`config.mk`:
```
export PLATFORM = sky130hd
export DESIGN_NAME = i2c_register_transfer_sequencer_top
export DESIGN_NICKNAME = d
export VERILOG_FILES = /design/src/hw/rtl/itrs_pkg.sv /design/src/hw/rtl/itrs_buf.sv /design/src/hw/rtl/itrs_ctrl.sv /design/src/hw/rtl/i2c_register_transfer_sequencer_top.sv
export SDC_FILE = /design/constraint.sdc
export NUM_CORES = 1
export LEC_CHECK = 0
export BUFFER_PORTS_ARGS = -buffer_cell sky130_fd_sc_hd__buf_2
export CAP_MARGIN = 20
export CORE_MARGIN = 2
export CORE_UTILIZATION = 35
export CTS_CLUSTER_SIZE = 14
export DETAILED_ROUTE_END_ITERATION = 6
export SLEW_MARGIN = 20
export SYNTH_ARGS = -nofsm -noshare
export SYNTH_HDL_FRONTEND = slang
export SYNTH_SLANG_ARGS = --single-unit
```
`constraint.sdc`:
```
create_clock -name clk -period 3.58 [get_ports clk]
set_input_delay 0.358 -clock clk [delete_from_list [all_inputs] [get_ports clk]]
set_output_delay 0.358 -clock clk [all_outputs]
set_load 0.1 [all_outputs]
```
`src/hw/rtl/itrs_pkg.sv`:
```
// Shared types, codes and sizes for the I2C register transfer sequencer.
package itrs_pkg;

  localparam int MAX_BYTES = 16;
  localparam int IDX_W     = (MAX_BYTES > 1) ? $clog2(MAX_BYTES) : 1;
  localparam int LEN_W     = $clog2(MAX_BYTES + 1);

  typedef enum logic [1:0] {
    OP_EVENT = 2'd0,
    OP_REQ   = 2'd1,
    OP_LOAD  = 2'd2,
    OP_NONE  = 2'd3
  } op_t;

  typedef enum logic [1:0] {
    KIND_CMD  = 2'd0,
    KIND_DATA = 2'd1,
    KIND_ERR  = 2'd2
  } kind_t;

  typedef enum logic [2:0] {
    CMD_START = 3'd0,
    CMD_STOP  = 3'd1,
    CMD_TX    = 3'd2,
    CMD_RX_EN = 3'd3,
    CMD_ACK   = 3'd4
  } cmd_t;

  typedef enum logic [3:0] {
    PH_WAITING   = 4'd0,
    PH_STARTING  = 4'd1,
    PH_SEL_DEV   = 4'd2,
    PH_SEL_REG   = 4'd3,
    PH_WRITING   = 4'd4,
    PH_SHORTSTOP = 4'd5,
    PH_RESTART   = 4'd6,
    PH_RESEL_DEV = 4'd7,
    PH_READING   = 4'd8,
    PH_FIN_ACK   = 4'd9,
    PH_STOPPING  = 4'd10
  } phase_t;

  typedef enum logic {
    SEQ_IDLE = 1'b0,
    SEQ_EMIT = 1'b1
  } seq_t;

  typedef struct packed {
    op_t        op;
    logic       is_write;
    logic [6:0] device_address;
    logic [7:0] register_address;
    logic [4:0] length;
    logic       start_busy;
    logic       stop_busy;
    logic       ack_busy;
    logic       ack_received;
    logic       rx_full;
    logic [7:0] data_byte;
    logic [3:0] write_index;
  } in_item_t;

  typedef struct packed {
    kind_t      kind;
    cmd_t       command;
    logic [7:0] byte_value;
    logic       ack_value;
    logic       last;
  } res_t;

  typedef struct packed {
    logic             wr_en;
    logic [IDX_W-1:0] wr_addr;
    logic [7:0]       wr_data;
    logic             rd_en;
    logic [IDX_W-1:0] rd_addr;
  } buf_req_t;

endpackage

```
`src/hw/rtl/itrs_buf.sv`:
```
// Byte buffer: one write port, one registered read port, per-entry valid bits.
module itrs_buf (
  input  logic               clk,
  input  logic               rst_n,
  input  itrs_pkg::buf_req_t req,
  output logic [7:0]         rd_data
);
  import itrs_pkg::*;

  logic [7:0]           mem [MAX_BYTES];
  logic [MAX_BYTES-1:0] vld_r;
  logic [7:0]           rd_data_r;
  logic                 rd_vld_r;

  always_ff @(posedge clk) begin
    if (req.wr_en) begin
      mem[req.wr_addr] <= req.wr_data;
    end
    if (req.rd_en) begin
      rd_data_r <= mem[req.rd_addr];
    end
  end

  // unwritten entries read as zero
  always_ff @(posedge clk) begin
    if (!rst_n) begin
      vld_r    <= '0;
      rd_vld_r <= 1'b0;
    end else begin
      if (req.wr_en) begin
        vld_r[req.wr_addr] <= 1'b1;
      end
      if (req.rd_en) begin
        rd_vld_r <= vld_r[req.rd_addr];
      end
    end
  end

  assign rd_data = rd_vld_r ? rd_data_r : 8'd0;

endmodule

```
`src/hw/rtl/itrs_ctrl.sv`:
```
// Transfer sequencer: bus phase machine, counters and result beat issue.
module itrs_ctrl (
  input  logic               clk,
  input  logic               rst_n,
  input  logic               in_valid,
  input  itrs_pkg::in_item_t item,
  output logic               busy,
  output logic               res_valid,
  output itrs_pkg::res_t     res,
  input  logic               res_ready,
  output itrs_pkg::buf_req_t buf_req,
  input  logic [7:0]         rd_data
);
  import itrs_pkg::*;

  seq_t             seq_r, seq_nxt;
  phase_t           phase_r, phase_nxt;
  logic [6:0]       addr_r, addr_nxt;
  logic [7:0]       reg_r, reg_nxt;
  logic             dir_r, dir_nxt;
  logic [LEN_W-1:0] rx_r, rx_nxt;
  logic [LEN_W-1:0] tx_r, tx_nxt;
  logic [LEN_W-1:0] len_r, len_nxt;
  logic [IDX_W-1:0] k_r, k_nxt;
  res_t             pend_r, pend_nxt;
  logic             use_rd_r, use_rd_nxt;
  logic             dump_r, dump_nxt;

  always_ff @(posedge clk) begin
    if (!rst_n) begin
      seq_r    <= SEQ_IDLE;
      phase_r  <= PH_WAITING;
      addr_r   <= '0;
      reg_r    <= '0;
      dir_r    <= 1'b0;
      rx_r     <= '0;
      tx_r     <= '0;
      len_r    <= '0;
      k_r      <= '0;
      use_rd_r <= 1'b0;
      dump_r   <= 1'b0;
    end else begin
      seq_r    <= seq_nxt;
      phase_r  <= phase_nxt;
      addr_r   <= addr_nxt;
      reg_r    <= reg_nxt;
      dir_r    <= dir_nxt;
      rx_r     <= rx_nxt;
      tx_r     <= tx_nxt;
      len_r    <= len_nxt;
      k_r      <= k_nxt;
      use_rd_r <= use_rd_nxt;
      dump_r   <= dump_nxt;
    end
  end

  always_ff @(posedge clk) begin
    pend_r <= pend_nxt;
  end

  always_comb begin
    logic             go;
    logic             do_nw;
    logic [LEN_W-1:0] len_v;
    logic [LEN_W-1:0] pos_v;
    logic [LEN_W-1:0] rxm1_v;
    logic [LEN_W:0]   nxt_cnt;

    seq_nxt    = seq_r;
    phase_nxt  = phase_r;
    addr_nxt   = addr_r;
    reg_nxt    = reg_r;
    dir_nxt    = dir_r;
    rx_nxt     = rx_r;
    tx_nxt     = tx_r;
    len_nxt    = len_r;
    k_nxt      = k_r;
    pend_nxt   = pend_r;
    use_rd_nxt = use_rd_r;
    dump_nxt   = dump_r;
    buf_req    = '0;
    go         = 1'b0;
    do_nw      = 1'b0;
    len_v      = '0;
    pos_v      = '0;
    rxm1_v     = rx_r - LEN_W'(1);
    nxt_cnt    = {1'b0, LEN_W'(k_r)} + (LEN_W + 1)'(2);
    res_valid  = 1'b0;
    res        = pend_r;
    if (use_rd_r) begin
      res.byte_value = rd_data;
    end

    case (seq_r)
      SEQ_IDLE: begin
        if (in_valid) begin
          res_t r;
          r.kind       = KIND_CMD;
          r.command    = CMD_START;
          r.byte_value = 8'd0;
          r.ack_value  = 1'b0;
          r.last       = 1'b1;
          pend_nxt   = r;
          use_rd_nxt = 1'b0;
          dump_nxt   = 1'b0;
          case (item.op)
            OP_LOAD: begin
              if (int'(item.write_index) < MAX_BYTES) begin
                buf_req.wr_en   = 1'b1;
                buf_req.wr_addr = IDX_W'(item.write_index);
                buf_req.wr_data = item.data_byte;
              end
            end
            OP_REQ: begin
              if (int'(item.length) > MAX_BYTES) begin
                len_v = LEN_W'(MAX_BYTES);
              end else begin
                len_v = LEN_W'(item.length);
              end
              go = 1'b1;
              if (!item.is_write && len_v == '0) begin
                pend_nxt.kind = KIND_ERR;
              end else begin
                dir_nxt   = item.is_write;
                addr_nxt  = item.device_address;
                reg_nxt   = item.register_address;
                len_nxt   = len_v;
                rx_nxt    = item.is_write ? '0 : len_v;
                tx_nxt    = item.is_write ? len_v : '0;
                phase_nxt = PH_STARTING;
              end
            end
            OP_EVENT: begin
              case (phase_r)
                PH_WAITING: begin
                  go = 1'b1;
                  pend_nxt.kind = KIND_ERR;
                end
                PH_STARTING: begin
                  if (!item.start_busy) begin
                    go = 1'b1;
                    phase_nxt = PH_SEL_DEV;
                    pend_nxt.command    = CMD_TX;
                    pend_nxt.byte_value = {addr_r, 1'b0};
                  end
                end
                PH_SEL_DEV: begin
                  if (!item.ack_received) begin
                    go = 1'b1;
                    phase_nxt = PH_SEL_REG;
                    pend_nxt.command    = CMD_TX;
                    pend_nxt.byte_value = reg_r;
                  end
                end
                PH_SEL_REG: begin
                  if (!item.ack_received) begin
                    if (dir_r) begin
                      do_nw = 1'b1;
                    end else begin
                      go = 1'b1;
                      phase_nxt = PH_SHORTSTOP;
                      pend_nxt.command = CMD_STOP;
                    end
                  end
                end
                PH_WRITING: begin
                  if (!item.ack_received) begin
                    do_nw = 1'b1;
                  end
                end
                PH_SHORTSTOP: begin
                  if (!item.stop_busy) begin
                    go = 1'b1;
                    phase_nxt = PH_RESTART;
                    pend_nxt.command = CMD_START;
                  end
                end
                PH_RESTART: begin
                  if (!item.start_busy) begin
                    go = 1'b1;
                    phase_nxt = PH_RESEL_DEV;
                    pend_nxt.command    = CMD_TX;
                    pend_nxt.byte_value = {addr_r, 1'b1};
                  end
                end
                PH_RESEL_DEV: begin
                  if (!item.ack_received) begin
                    go = 1'b1;
                    phase_nxt = PH_READING;
                    pend_nxt.command = CMD_RX_EN;
                  end
                end
                PH_READING: begin
                  if (item.rx_full && rx_r != '0) begin
                    rx_nxt = rxm1_v;
                    // bytes land in reverse order of arrival
                    if (int'(rxm1_v) < MAX_BYTES) begin
                      buf_req.wr_en   = 1'b1;
                      buf_req.wr_addr = IDX_W'(rxm1_v);
                      buf_req.wr_data = item.data_byte;
                    end
                    go = 1'b1;
                    phase_nxt = PH_FIN_ACK;
                    pend_nxt.command   = CMD_ACK;
                    pend_nxt.ack_value = (rxm1_v == '0);
                  end
                end
                PH_FIN_ACK: begin
                  if (!item.ack_busy) begin
                    go = 1'b1;
                    if (rx_r != '0) begin
                      phase_nxt = PH_READING;
                      pend_nxt.command = CMD_RX_EN;
                    end else begin
                      phase_nxt = PH_STOPPING;
                      pend_nxt.command = CMD_STOP;
                    end
                  end
                end
                PH_STOPPING: begin
                  if (!item.stop_busy) begin
                    phase_nxt = PH_WAITING;
                    if (!dir_r && len_r != '0) begin
                      // read-out run, buffer entry 0 first
                      go = 1'b1;
                      buf_req.rd_en   = 1'b1;
                      buf_req.rd_addr = '0;
                      k_nxt           = '0;
                      dump_nxt        = 1'b1;
                      use_rd_nxt      = 1'b1;
                      pend_nxt.kind   = KIND_DATA;
                      pend_nxt.last   = (len_r == LEN_W'(1));
                    end
                  end
                end
                default: begin
                  go = 1'b1;
                  phase_nxt = PH_WAITING;
                  pend_nxt.kind = KIND_ERR;
                end
              endcase

              if (do_nw) begin
                go = 1'b1;
                if (tx_r == '0) begin
                  phase_nxt = PH_STOPPING;
                  pend_nxt.command = CMD_STOP;
                end else begin
                  pos_v           = len_r - tx_r;
                  tx_nxt          = tx_r - LEN_W'(1);
                  phase_nxt       = PH_WRITING;
                  buf_req.rd_en   = 1'b1;
                  buf_req.rd_addr = IDX_W'(pos_v);
                  use_rd_nxt      = 1'b1;
                  pend_nxt.command = CMD_TX;
                end
              end
            end
            default: ;
          endcase
          if (go) begin
            seq_nxt = SEQ_EMIT;
          end
        end
      end
      SEQ_EMIT: begin
        res_valid = 1'b1;
        if (res_ready) begin
          if (dump_r && !pend_r.last) begin
            k_nxt           = k_r + IDX_W'(1);
            buf_req.rd_en   = 1'b1;
            buf_req.rd_addr = k_nxt;
            pend_nxt.last   = (nxt_cnt == {1'b0, len_r});
          end else begin
            seq_nxt = SEQ_IDLE;
          end
        end
      end
      default: seq_nxt = SEQ_IDLE;
    endcase
  end

  assign busy = (seq_r != SEQ_IDLE);

endmodule

```
`src/hw/rtl/i2c_register_transfer_sequencer_top.sv`:
```
// Top level of the I2C register transfer sequencer: ports, output register, checks.
// An item that gives a result has its first beat held in the sequencer, then taken
//   into the output register once it is free; items with no result leave the sequencer idle.
// No item is taken while a result beat is pending; a read-out run adds one beat per
//   cycle unless stalled, up to MAX_BYTES beats, paced by the single buffer read port.
// Reset (synchronous, rst_n low): phase to waiting, counters and output valid cleared,
//   buffer valid bits cleared so every entry reads as zero.
module i2c_register_transfer_sequencer_top (
  input  logic       clk,
  input  logic       rst_n,
  input  logic       in_valid,
  output logic       in_stall,
  input  logic [1:0] in_op,
  input  logic       in_is_write,
  input  logic [6:0] in_device_address,
  input  logic [7:0] in_register_address,
  input  logic [4:0] in_length,
  input  logic       in_start_busy,
  input  logic       in_stop_busy,
  input  logic       in_ack_busy,
  input  logic       in_ack_received,
  input  logic       in_rx_full,
  input  logic [7:0] in_data_byte,
  input  logic [3:0] in_write_index,
  output logic       out_valid,
  input  logic       out_stall,
  output logic [1:0] out_kind,
  output logic [2:0] out_command,
  output logic [7:0] out_byte_value,
  output logic       out_ack_value,
  output logic       out_last
);
  import itrs_pkg::*;

  in_item_t   item;
  buf_req_t   buf_req;
  logic [7:0] rd_data;
  logic       busy;
  logic       res_valid;
  logic       res_ready;
  res_t       res;
  logic       out_valid_r;
  res_t       out_r;

  // payload bundle for the sequencer
  assign item.op               = op_t'(in_op);
  assign item.is_write         = in_is_write;
  assign item.device_address   = in_device_address;
  assign item.register_address = in_register_address;
  assign item.length           = in_length;
  assign item.start_busy       = in_start_busy;
  assign item.stop_busy        = in_stop_busy;
  assign item.ack_busy         = in_ack_busy;
  assign item.ack_received     = in_ack_received;
  assign item.rx_full          = in_rx_full;
  assign item.data_byte        = in_data_byte;
  assign item.write_index      = in_write_index;

  itrs_buf u_buf (
    .clk     (clk),
    .rst_n   (rst_n),
    .req     (buf_req),
    .rd_data (rd_data)
  );

  itrs_ctrl u_ctrl (
    .clk       (clk),
    .rst_n     (rst_n),
    .in_valid  (in_valid),
    .item      (item),
    .busy      (busy),
    .res_valid (res_valid),
    .res       (res),
    .res_ready (res_ready),
    .buf_req   (buf_req),
    .rd_data   (rd_data)
  );

  // sequencer takes items only between transfers of result beats
  assign in_stall = busy;

  // output register: refills in the same cycle the held beat leaves
  assign res_ready = !out_valid_r || !out_stall;

  always_ff @(posedge clk) begin
    if (!rst_n) begin
      out_valid_r <= 1'b0;
    end else if (res_ready) begin
      out_valid_r <= res_valid;
    end
  end

  always_ff @(posedge clk) begin
    if (res_valid && res_ready) begin
      out_r <= res;
    end
  end

  assign out_valid      = out_valid_r;
  assign out_kind       = out_r.kind;
  assign out_command    = out_r.command;
  assign out_byte_value = out_r.byte_value;
  assign out_ack_value  = out_r.ack_value;
  assign out_last       = out_r.last;

  // a started transfer always answers with a command beat first
  a_req_starts : assert property (@(posedge clk) disable iff (!rst_n)
    in_valid && !in_stall && in_op == OP_REQ && (in_is_write || in_length != 5'd0)
    |=> busy && res.kind == KIND_CMD && res.command == CMD_START)
    else $error("request did not issue a start");

  // a held beat inside the block stays put until the output register takes it
  a_res_hold : assert property (@(posedge clk) disable iff (!rst_n)
    res_valid && !res_ready |=> res_valid && $stable(res))
    else $error("pending result changed while blocked");

  // buffer writes happen only on item acceptance, never during a read-out
  a_wr_idle : assert property (@(posedge clk) disable iff (!rst_n)
    buf_req.wr_en |-> !busy && in_valid)
    else $error("buffer written while sequencer busy");

endmodule
```
Word level (Yosys, flattened, before mapping) --
Memory sizes are Yosys's and may differ from the RTL's. A register that Yosys moved wholly into a read port is not among the register bits. Cells that the tools add are included.
Word-level totals: register bits 90, memory bits (writable) 128, output and inout port bits 17, word-level logic and storage cells 225, memories 1
Memories:
- u_buf.mem | depth 16, width 8, read ports 1, clocked after Yosys merged registers in 1, write ports 1, RTL line itrs_buf.sv:10 | logic [7:0] mem [MAX_BYTES];
Operators by class: $add $sub $neg 5, magnitude comparators 5, equal/unequal tests 37, muxes and demuxes 118, bitwise logic cells 3, reduce and logical (&&, ||, !) cells 32
Operators by type and width (number):
- two-way mux 5 bit | 20
- two-way mux 4 bit | 20
- two-way mux 13 bit | 4
- two-way mux 1 bit | 40
- case mux 4 bit (10 select lines) | 1
- != test 4 x 3 -> 1 bit, second input constant | 8
- two-way mux 10 bit | 3
- case mux 5 bit (2 select lines) | 3
- case mux 13 bit (2 select lines) | 1
- case mux 8 bit (3 select lines) | 1
- case mux 3 bit (7 select lines) | 1
- two-way mux 18 bit | 1
- != test 2 bit, second input constant | 9
- == test 4 x 3 -> 1 bit, second input constant | 4
- two-way mux 8 bit | 2
- OR 16 bit | 1
- case mux 4 bit (2 select lines) | 2
- logical NOT 5 bit | 3
- AND reduction 15 bit | 1
- == test 4 bit, second input constant | 3
- two-way mux 2 bit | 6
- two-way mux 3 bit | 4
- AND reduction 6 bit | 2
- less-than comparator 4 x 5 -> 1 bit, second input constant | 2
- 36 further kinds | 58

Longest topological paths before layout --
word-level depth 15, depth in mapped cells 12, depth with buffers taken out 9

Cells and area by module --
From an unflattened synthesis, not the netlist that was laid out.
Second synthesis, totals: cells, all modules 721, area, all modules 10005.8 um^2
By module, submodules not included:
- itrs_buf | instances 1, cells an instance 270, area each 5948.2 um^2, seq. area each 4424.2 um^2
- itrs_ctrl | instances 1, cells an instance 431, area each 3565.9 um^2, seq. area each 1291.2 um^2
- i2c_register_transfer_sequencer_top | instances 1, cells an instance 20, area each 491.7 um^2, seq. area each 470.5 um^2

Worst setup path before layout --
No wires, ideal clock.
kind reg2reg, from register u_ctrl.seq_r (netlist: u_ctrl.busy), to register u_buf.rd_data_r[6], read port of u_buf.mem, data pin, setup time 272 ps, arrival time 2881 ps, path slack 427 ps, cell stages (with the launch flop) 10, path buffers 1, clock period less this slack 3153 ps, cells stage by stage dfxtp_1 -> nand2_1 -> inv_1 -> nand2_1 -> o2bb2ai_2 -> buf_4 -> mux2i_1 -> mux2i_1 -> a32oi_1 -> o221ai_1
Between the ends: word-level cells in the longest chain between the ends 2
RTL lines:
- start, declared | RTL line itrs_ctrl.sv:16 | seq_t seq_r, seq_nxt;
- start signal, assigned | RTL line itrs_ctrl.sv:43 | seq_r <= seq_nxt;
- NOT 1 bit (no source line)
- case mux 5 bit (2 select lines) (*) | RTL line itrs_ctrl.sv:94 | case (seq_r)
- end, declared | RTL line itrs_buf.sv:12 | logic [7:0] rd_data_r;
Mark *: on every way between the ends. The rest lies on a longest branch, timed or not. A chain may end at the register's enable or synchronous reset.

Final worst setup path --
from register u_ctrl.tx_r[1], to register u_buf.rd_vld_r
Between the ends: word-level cells in the longest chain between the ends 8, elaborated cells on any way between the ends 9
RTL lines:
- start, declared | RTL line itrs_ctrl.sv:22 | logic [LEN_W-1:0] tx_r, tx_nxt;
- start signal, assigned | RTL line itrs_ctrl.sv:49 | tx_r <= tx_nxt;
- subtractor 4 bit or logical NOT 5 bit (tied branches) | RTL line itrs_ctrl.sv:249, itrs_ctrl.sv:245
- two-way mux 5 bit (*) | RTL line itrs_ctrl.sv:245 | if (tx_r == '0) begin
- two-way mux 5 bit (*) | RTL line itrs_ctrl.sv:243 | if (do_nw) begin
- two-way mux 5 bit (*) | RTL line itrs_ctrl.sv:106 | case (item.op)
- two-way mux 18 bit (*) | RTL line itrs_ctrl.sv:96 | if (in_valid) begin
- case mux 5 bit (2 select lines) (*) | RTL line itrs_ctrl.sv:94
- binary-select mux 1 bit (select 4 bit) | RTL line itrs_buf.sv:34 | rd_vld_r <= vld_r[req.rd_addr];
- two-way mux 1 bit (implied by the code) | RTL line itrs_buf.sv:34
- end signal, assigned | RTL line itrs_buf.sv:34
- end, declared | RTL line itrs_buf.sv:13 | logic rd_vld_r;
Mark *: on every way between the ends. The rest lies on a longest branch, timed or not. The select of a mux whose other input is x is not followed.

==> results.cfg <==
[cts]
clkSinkCount = 226
post-cts-setup-buffers = 0
ctsResizeCount = 0
clkTransAtPathRegs_ns = 0.06
cts_hold_buf = 0
cts_tree = built
clockBufferDepth = 3
cts_root_buf = clkbuf_16
clkLatencyLatePin_ns = 0.52
cts_inserted_buffers = 24
h-tree-depth = 1

[flow_run]
max_cap_violations = 0

[setup_path]
r2r_cells = 9
arrival_ns = 3.57
cp_cell_sequence = inv_1 > ha_1 > or4b_4 > o211ai_1 > o31a_2 > buf_4 > mux2i_1 > mux2i_1 > a211oi_2
r2r_slack_ns = 0.43
worstPathRequired_ns = 4.01
crit_path_top_delay_cell = o31a_2
crit_type = register to register
path_max_fanout = 35
r2r-start = u_ctrl.tx_r[1]
end_kind = register
cp_slowest_stage_delay_ns = 0.68
crit_top_cell = mux2i_1
r2r_end = u_buf.rd_vld_r
crit_path_start_kind = register

[sta]
fin_tns_setup_ns = 0
finalClockSkew_ns = 0.0158
max_freq_ghz = 0.318
grt_setup_unrepaired = false
hold_violations = 0
worst_pin_slew_ns = 0.908
post-route-min-period_ns = 3.15
relSlewSlack_pct = 39.0
min_period_over_period_pct = 87.9
drv_slew = 0
setup_violations = 0

[global_route]
grt.total_usage_pct = 15.8
grt_pass1_wl_um = 38000
grt.overflow.total = 0
grt_pass1_vias = 6805
grt_max_degree = 36
antenna_found_initial = 0

[route]
drtAntennaViolNets = 0
totalWireLength_um = 24000
vias = 7083
avgViaCountPerCell = 5.08
dr.pass1.iters = 5
drc = 0
wire_per_inst_um = 17.2
first_iter_violations = 619

[min_path]
worst_hold_path.endpoint = u_ctrl.reg_r[6]
hold_start = in_register_address[6]
min_path_cells = 3
holdCritPathClass = input port to register

[layout]
drive_gt1_share_pct = 14.8
nFillCells = 2799
multi_input_area_um2 = 3610
final_net_count = 1045
final-seq-area_um2 = 6190
area_growth_pct = 15.8
antenna_cells = 0

[floorplanning]
core_um2 = 28500
die_y_um = 174
fp.dieArea_um2 = 30300
io-pin-count = 61
die_w_um = 174
initial_core_util_pct = 35.4
num_rows = 62

[synth]
syn_area_um2 = 10100
synth_edf_count = 166
avgSynthCellArea_um2 = 11.0
ys_ff_latch = 226
synth_cell_types = 69
synth_flop_cell = edfxtp_1
syn_inst = 920
yosys_warnings = 0
async_flop_share_pct = 0
yosysSeqAreaShare_pct = 61.2
syn_nets = 974

[pwr]
p_leak_nw = 4.09
power_mw = 5.61
vdd_drop_max_v = 0.000412
power_density_nw_per_um2 = 479

[placed_design]
io_buffers = 60
dp_hpwl_um = 16300
place_congestion = 0.862

[outcome]
status = completed
area by class of cell:
| class | count | area share [%] |
|---|---|---|
| clock buffer | 33 | 5.68 |
| clock inverter | 11 | 0.951 |
| inverter | 22 | 0.705 |
| multi-input combinational | 620 | 30.8 |
| sequential | 226 | 52.8 |
| tap | 384 | 4.10 |
| timing repair buffer | 97 | 4.94 |
critical path: cells and delay by family (launching register included):
| kind | cells | cell delay (ns) |
|---|---|---|
| AOI/OAI and AO/OA | 3 | 1.18 |
| adders and majority gates | 1 | 0.15 |
| buffers and inverters | 2 | 0.59 |
| DFF | 1 | 0.33 |
| muxes | 2 | 0.33 |
| and+or+nand+nor | 1 | 0.47 |
how the worst max path moves through the flow:
stage	to	start	cells past startpoint	slack [ns]
4_1_cts	u_buf.rd_data_r[5]	u_ctrl.tx_r[1]	9	0.41
3_5_place_dp	u_buf.rd_data_r[5]	u_ctrl.tx_r[1]	9	0.42
3_3_place_gp	u_buf.rd_data_r[6]	u_ctrl.tx_r[1]	9	0.50
6_report	u_buf.rd_vld_r	u_ctrl.tx_r[1]	9	0.43
5_1_grt	u_buf.rd_data_r[4]	u_ctrl.tx_r[1]	9	0.14
2_1_floorplan	u_buf.rd_data_r[6]	u_ctrl.busy	9	0.43
per-layer routing:
layer | wire length [um] | track usage [%] | up-vias
met4 | 525 | 4.27 | 0
met5 | 0 | 0 | -
li1 | - | - | 3463
met3 | 969 | 2.41 | 33
met1 | 11900 | 23.3 | 3427
met2 | 10600 | 24.4 | 160
cells in the final DEF, fill, tap and decap left out, drive strengths merged, types with 30 or more instances in the layout:
cell / n
nand2: 189
edfxtp: 166
buf: 97
nor2: 71
dfxtp: 60
a21oi: 53
o21ai: 42
mux2i: 35
clkbuf: 33
nand3: 30
synth_stat cells (3+ instances only):
library cell / count / area share [%]
o221ai_1: 8 / 0.69
o31a_1: 3 / 0.26
nand2_1: 189 / 7.0
nand3b_1: 11 / 0.82
nand2b_1: 9 / 0.56
o211ai_1: 3 / 0.22
nor4_1: 4 / 0.25
o21ai_0: 41 / 2.0
xnor2_1: 6 / 0.52
mux2i_1: 35 / 3.5
buf_1: 3 / 0.11
nand3_1: 30 / 1.5
nor2_1: 70 / 2.6
clkbuf_1: 28 / 1.0
a22oi_1: 11 / 0.82
or2_2: 3 / 0.19
xor2_1: 8 / 0.69
inv_1: 22 / 0.82
and2_1: 11 / 0.68
o31ai_1: 3 / 0.22
nor3_1: 11 / 0.54
nand4_1: 4 / 0.25
a21oi_1: 53 / 2.6
buf_4: 3 / 0.22
a32oi_1: 12 / 1.0
buf_6: 5 / 0.56
nor3b_1: 8 / 0.59
a211oi_1: 7 / 0.52
o21a_1: 19 / 1.4
or3_1: 3 / 0.19
dfxtp_1: 60 / 12
ha_1: 9 / 1.1
buf_2: 13 / 0.64
nor2b_1: 10 / 0.62
edfxtp_1: 166 / 49
cells by family (layout without fill, tap and decap cells):
kind of cell / after synthesis / count (layout) / synth area share, %
AO/OA/AOI/OAI: 184 / 184 / 12.3
multiplexers: 37 / 37 / 3.69
XOR/XNOR: 14 / 14 / 1.21
buffers and inverters: 74 / 163 / 3.39
adder cells (fa/ha/maj): 10 / 10 / 1.31
AND/OR/NAND/NOR: 375 / 375 / 16.9
flip-flops: 226 / 226 / 61.2
registers in the layout (all words and copies together), names as in the netlist, 5 cells and up:
register / count
out_byte_value: 8
u_ctrl.rx_r: 5
u_ctrl.len_r: 5
u_buf.rd_data_r: 8
u_ctrl.tx_r: 5
u_buf.mem: 128
u_ctrl.reg_r: 8
u_ctrl.res: 7
u_ctrl.pend_r: 8
u_ctrl.addr_r: 7
u_buf.vld_r: 16
stage by stage:
step	hold WS (ns)	utilization, %	setup slack, ns	area, um^2	instances
global route	0.0923	41.0	0.137	11700	1393
detailed placement	0.405	38.3	0.418	10900	1349
CTS	0.0723	41.0	0.407	11700	1393
global placement	0.402	38.3	0.501	10900	1349
finish	0.0920	41.0	0.435	11700	1393
floorplan	0.400	-	0.427	10100	920
where the power goes:
part | internal, mW | switching (mW) | total [mW]
Combinational | 0.0924 | 0.229 | 0.321
Sequential | 2.84 | 0.0205 | 2.86
Clock | 1.45 | 0.989 | 2.44
(Power assumes the default switching activity.)
